--- src/hw/rtl/sact_pkg.sv ---
// shared types, constants and helpers of the set-associative lru cache tracker
`default_nettype none
package sact_pkg;

  localparam int ADDR_WIDTH   = 64;
  localparam int MAX_SET_BITS = 6;
  localparam int MAX_WAYS     = 8;

  localparam int NUM_SETS  = 1 << MAX_SET_BITS;
  localparam int SET_W     = MAX_SET_BITS;
  localparam int SETCNT_W  = $clog2(MAX_SET_BITS + 1);
  localparam int WAY_W     = (MAX_WAYS > 1) ? $clog2(MAX_WAYS) : 1;
  localparam int RANK_W    = WAY_W;
  localparam int WAYCNT_W  = $clog2(MAX_WAYS + 1);
  // block offset is at least one bit, so the tag never needs the full address
  localparam int TAG_W     = ADDR_WIDTH - 1;
  localparam int SHIFT_W   = 6;

  // register widths
  localparam int SETB_W    = 3;
  localparam int BLKB_W    = 5;
  localparam int WAYS_W    = 4;
  localparam int CFG_W     = 5;
  localparam int CFG_IDX_W = 2;
  localparam int CNT_W     = 32;
  localparam int OP_W      = 2;

  localparam logic [CFG_IDX_W-1:0] CFG_SET_BITS   = 2'd0;
  localparam logic [CFG_IDX_W-1:0] CFG_BLOCK_BITS = 2'd1;
  localparam logic [CFG_IDX_W-1:0] CFG_WAYS_USED  = 2'd2;

  localparam logic [OP_W-1:0] OP_LOAD   = 2'd0;
  localparam logic [OP_W-1:0] OP_STORE  = 2'd1;
  localparam logic [OP_W-1:0] OP_MODIFY = 2'd2;
  localparam logic [OP_W-1:0] OP_NONE   = 2'd3;

  typedef struct packed {
    logic              valid;
    logic [TAG_W-1:0]  tag;
    logic [RANK_W-1:0] rank;
  } way_t;

  typedef way_t [MAX_WAYS-1:0] row_t;

  typedef struct packed {
    logic hit;
    logic evicted;
  } lk_res_t;

  function automatic logic [RANK_W-1:0] rank_inc(input logic [RANK_W-1:0] r);
    if (int'(r) >= MAX_WAYS - 1) begin
      return RANK_W'(MAX_WAYS - 1);
    end
    return r + RANK_W'(1);
  endfunction

  function automatic logic [CNT_W-1:0] sat_inc(input logic [CNT_W-1:0] v);
    return (v == {CNT_W{1'b1}}) ? v : v + CNT_W'(1);
  endfunction

endpackage
`default_nettype wire

--- src/hw/rtl/sact_lookup.sv ---
// tag compare, lru update and victim choice over one set row
`default_nettype none
module sact_lookup (
  input  sact_pkg::row_t                    row_in,
  input  wire [sact_pkg::TAG_W-1:0]         tag,
  input  wire [sact_pkg::WAYCNT_W-1:0]      ways,
  output sact_pkg::row_t                    row_out,
  output sact_pkg::lk_res_t                 res
);

  always_comb begin
    logic [sact_pkg::MAX_WAYS-1:0] used;
    logic                          hit;
    logic                          has_inv;
    logic [sact_pkg::WAY_W-1:0]    hw;
    logic [sact_pkg::WAY_W-1:0]    fw;
    logic [sact_pkg::WAY_W-1:0]    vw;
    logic [sact_pkg::WAY_W-1:0]    tw;
    logic [sact_pkg::RANK_W-1:0]   best_rank;
    logic [sact_pkg::RANK_W-1:0]   limit;

    for (int i = 0; i < sact_pkg::MAX_WAYS; i++) begin
      used[i] = sact_pkg::WAYCNT_W'(i) < ways;
    end

    hit     = 1'b0;
    hw      = '0;
    has_inv = 1'b0;
    fw      = '0;
    for (int i = 0; i < sact_pkg::MAX_WAYS; i++) begin
      if (!hit && used[i] && row_in[i].valid && row_in[i].tag == tag) begin
        hit = 1'b1;
        hw  = sact_pkg::WAY_W'(i);
      end
      if (!has_inv && used[i] && !row_in[i].valid) begin
        has_inv = 1'b1;
        fw      = sact_pkg::WAY_W'(i);
      end
    end

    // oldest used way, lowest number on a tie
    vw        = '0;
    best_rank = row_in[0].rank;
    for (int i = 1; i < sact_pkg::MAX_WAYS; i++) begin
      if (used[i] && row_in[i].rank > best_rank) begin
        vw        = sact_pkg::WAY_W'(i);
        best_rank = row_in[i].rank;
      end
    end

    tw    = hit ? hw : (has_inv ? fw : vw);
    limit = row_in[hw].rank;

    row_out = row_in;
    for (int i = 0; i < sact_pkg::MAX_WAYS; i++) begin
      if (sact_pkg::WAY_W'(i) != tw && used[i] && row_in[i].valid &&
          (!hit || row_in[i].rank < limit)) begin
        row_out[i].rank = sact_pkg::rank_inc(row_in[i].rank);
      end
    end
    row_out[tw].rank = '0;
    if (!hit) begin
      row_out[tw].valid = 1'b1;
      row_out[tw].tag   = tag;
    end

    res.hit     = hit;
    res.evicted = !hit && !has_inv;
  end

endmodule
`default_nettype wire

--- config.mk ---
export PLATFORM = sky130hd
export DESIGN_NAME = sact_lookup
export DESIGN_NICKNAME = d
export VERILOG_FILES = /design/src/hw/rtl/sact_pkg.sv /design/src/hw/rtl/sact_lookup.sv
export SDC_FILE = /design/constraint.sdc
export NUM_CORES = 2
export LEC_CHECK = 0
export BUFFER_PORTS_ARGS = -buffer_cell sky130_fd_sc_hd__buf_2
export CORE_AREA = 2 2 438 440
export DETAILED_ROUTE_END_ITERATION = 10
export DIE_AREA = 0 0 440 442
export PLACE_DENSITY = 0.3
export SYNTH_ARGS = -nofsm -noshare
export SYNTH_HDL_FRONTEND = slang
export SYNTH_SLANG_ARGS = --single-unit
export TNS_END_PERCENT = 5
--- constraint.sdc ---
create_clock -name vclk -period 11.15
set_clock_uncertainty 0.1 [all_clocks]
set_input_delay 0 -clock vclk [all_inputs]
set_output_delay 0 -clock vclk [all_outputs]
set_load 0.03 [all_outputs]
==> impl_metrics.csv <==
group,metric,value,unit
route,detail_route.wl_per_cell,42.6,um
timing,maxSlewHeadroom,0.266,
route,ant_nets,0,
layout,seq_cell_count,0,
route,num_vias,25700,
die,rows,160,
critical_path,end_kind,"output pin",
timing,final_hold_viol_count,0,
route,drt-total-wl,251000,um
timing,final.setup.tns,0,ns
layout,seq_area,0,um^2
synthesis,syn-num-nets,2836,
grt,grt_use_total,0.245,
grt,first_global_vias,25300,
critical_path,worstPathRequired,11.05,ns
critical_path,cp_data_arrival_time,10.36,ns
grt,antenna_found_initial,94,
critical_path,cp_common_cell,"ha_1",
flow_run,drv_cap,0,
synthesis,synth.cell_area,17300,um^2
timing,min_period_over_period,0.938,
timing,worst_slew_pin_slew,1.10,ns
timing,drv_slew,0,
route,vias_per_cell,4.36,
timing,clock.fmax,95.6,MHz
synthesis,seq_area_frac_synth,0,
grt,gr-total-overflow,0,
critical_path,critPathKind,"in2out",
layout,n_clock_buffer,0,
route,first_pass_iters,6,
layout,final_common_cell,"buf_2",
synthesis,synth_cells,2188,
layout,drive_gt1_frac,0.552,
die,die_h,442,um
critical_path,max_stage_delay,0.40,ns
placement,place_congestion,0.959,
grt,grt_pass1_wl,305000,um
die,start_util,0.0910,
placement,dp_hpwl,212000,um
run_status,outcome,"finished, final reports clean",
worst_hold_path,worst_hold_startpoint,"row_in[350]",
die,dieArea,194000,um^2
critical_path,critPathLaunch,"row_in[67]",
layout,nNetsFinal,3987,
timing,layout_min_cycle_time,10.46,ns
layout,final_cell_mix,"buf_2, mux2_2, xnor2_1",
route,drtIter0Drc,2503,
critical_path,crit_path_start_kind,"primary input",
die,core_area,190000,um^2
route,drc,0,
synthesis,synth_cell_types,85,
critical_path,cp_slowest_cell,"a2111oi_1",
critical_path,critical_path.max_fanout,19,
die,ios,1141,
timing,setup_viol,0,
placement,portBuffers,1141,
worst_hold_path,hold_path.class,"in2out",
grt,grt_max_degree,28,
synthesis,avgSynthCellArea,7.89,um^2
layout,fillers,22100,
die,fp.dieW,440,um
layout,area_growth,58.5,%
synthesis,yosysWarnings,0,
==> cell families after synthesis <==
family                   Yosys count  share of synthesized area
AO/OA/AOI/OAI                    202                     0.0848
XOR/XNOR                         423                      0.215
adder cells (fa/ha/maj)           46                     0.0332
buffers and inverters            249                     0.0705
multiplexers                     517                      0.336
AND/OR/NAND/NOR                  751                      0.261
==> critical path: cells and delay by family <==
kind / cells / cell delay (ns)
mux: 5 / 1.71
buf+inv: 7 / 1.12
fa+ha+maj: 8 / 2.25
simple gates: 14 / 1.84
compound gates: 18 / 3.36
==> layout make-up <==
class / count / area, um^2 / area share
multi-input cells: 1939 / 16100 / 0.590
repair buffers: 1333 / 7730 / 0.283
diodes: 41 / 103 / 0.00375
well taps: 2511 / 3140 / 0.115
inverters: 65 / 244 / 0.00892
==> routing by layer <==
layer	vias up	global-route usage	routed length (um)
met1	13100	0.307	103000
met3	388	0.0642	21000
li1	10400	-	-
met5	-	0	108
met2	1796	0.402	116000
met4	16	0.0838	10400
==> synth_stat cells, types with 16 or more instances <==
cell	number	area, um^2
nand2_1	66	248
buf_2	108	541
mux2_1	42	473
xor2_1	191	1670
nand2b_1	64	400
o21ai_0	36	180
nor3_1	29	145
ha_1	45	563
a21oi_1	39	195
nor4_1	142	888
mux2_2	460	5180
inv_1	64	240
nor2_1	72	270
nand4_1	140	876
clkbuf_1	45	169
buf_4	21	158
nor2b_1	92	576
xnor2_1	232	2030
a211oi_1	16	120
nand3_1	31	155
==> worst paths after layout <==
path	endpoint	slack, ns	cells after the start
min	row_out[350]	0.31	3
max	row_out[156]	0.69	52
==> stage by stage <==
| step | setup slack (ns) | cell area (um^2) | util | hold WS (ns) | std cells |
|---|---|---|---|---|---|
| 6_report | 0.692 | 27300 | 0.144 | 0.307 | 5889 |
| 4_1_cts | 0.0553 | 27200 | 0.143 | 0.308 | 5847 |
| 2_1_floorplan | 1.25 | 17300 | - | 0.0770 | 2188 |
| 3_5_place_dp | -0.218 | 27100 | 0.143 | 0.306 | 5844 |
| 3_3_place_gp | -0.241 | 27100 | 0.143 | 0.308 | 5844 |
| 5_1_grt | -0.0191 | 27300 | 0.144 | 0.330 | 5855 |
==> repair_timing <==
item,in CTS,in global routing
setup buffers,3,1
gates resized for setup,1,11
pin swaps,1,2
hold buffers,0,0
endpoints found under the setup margin,242,528
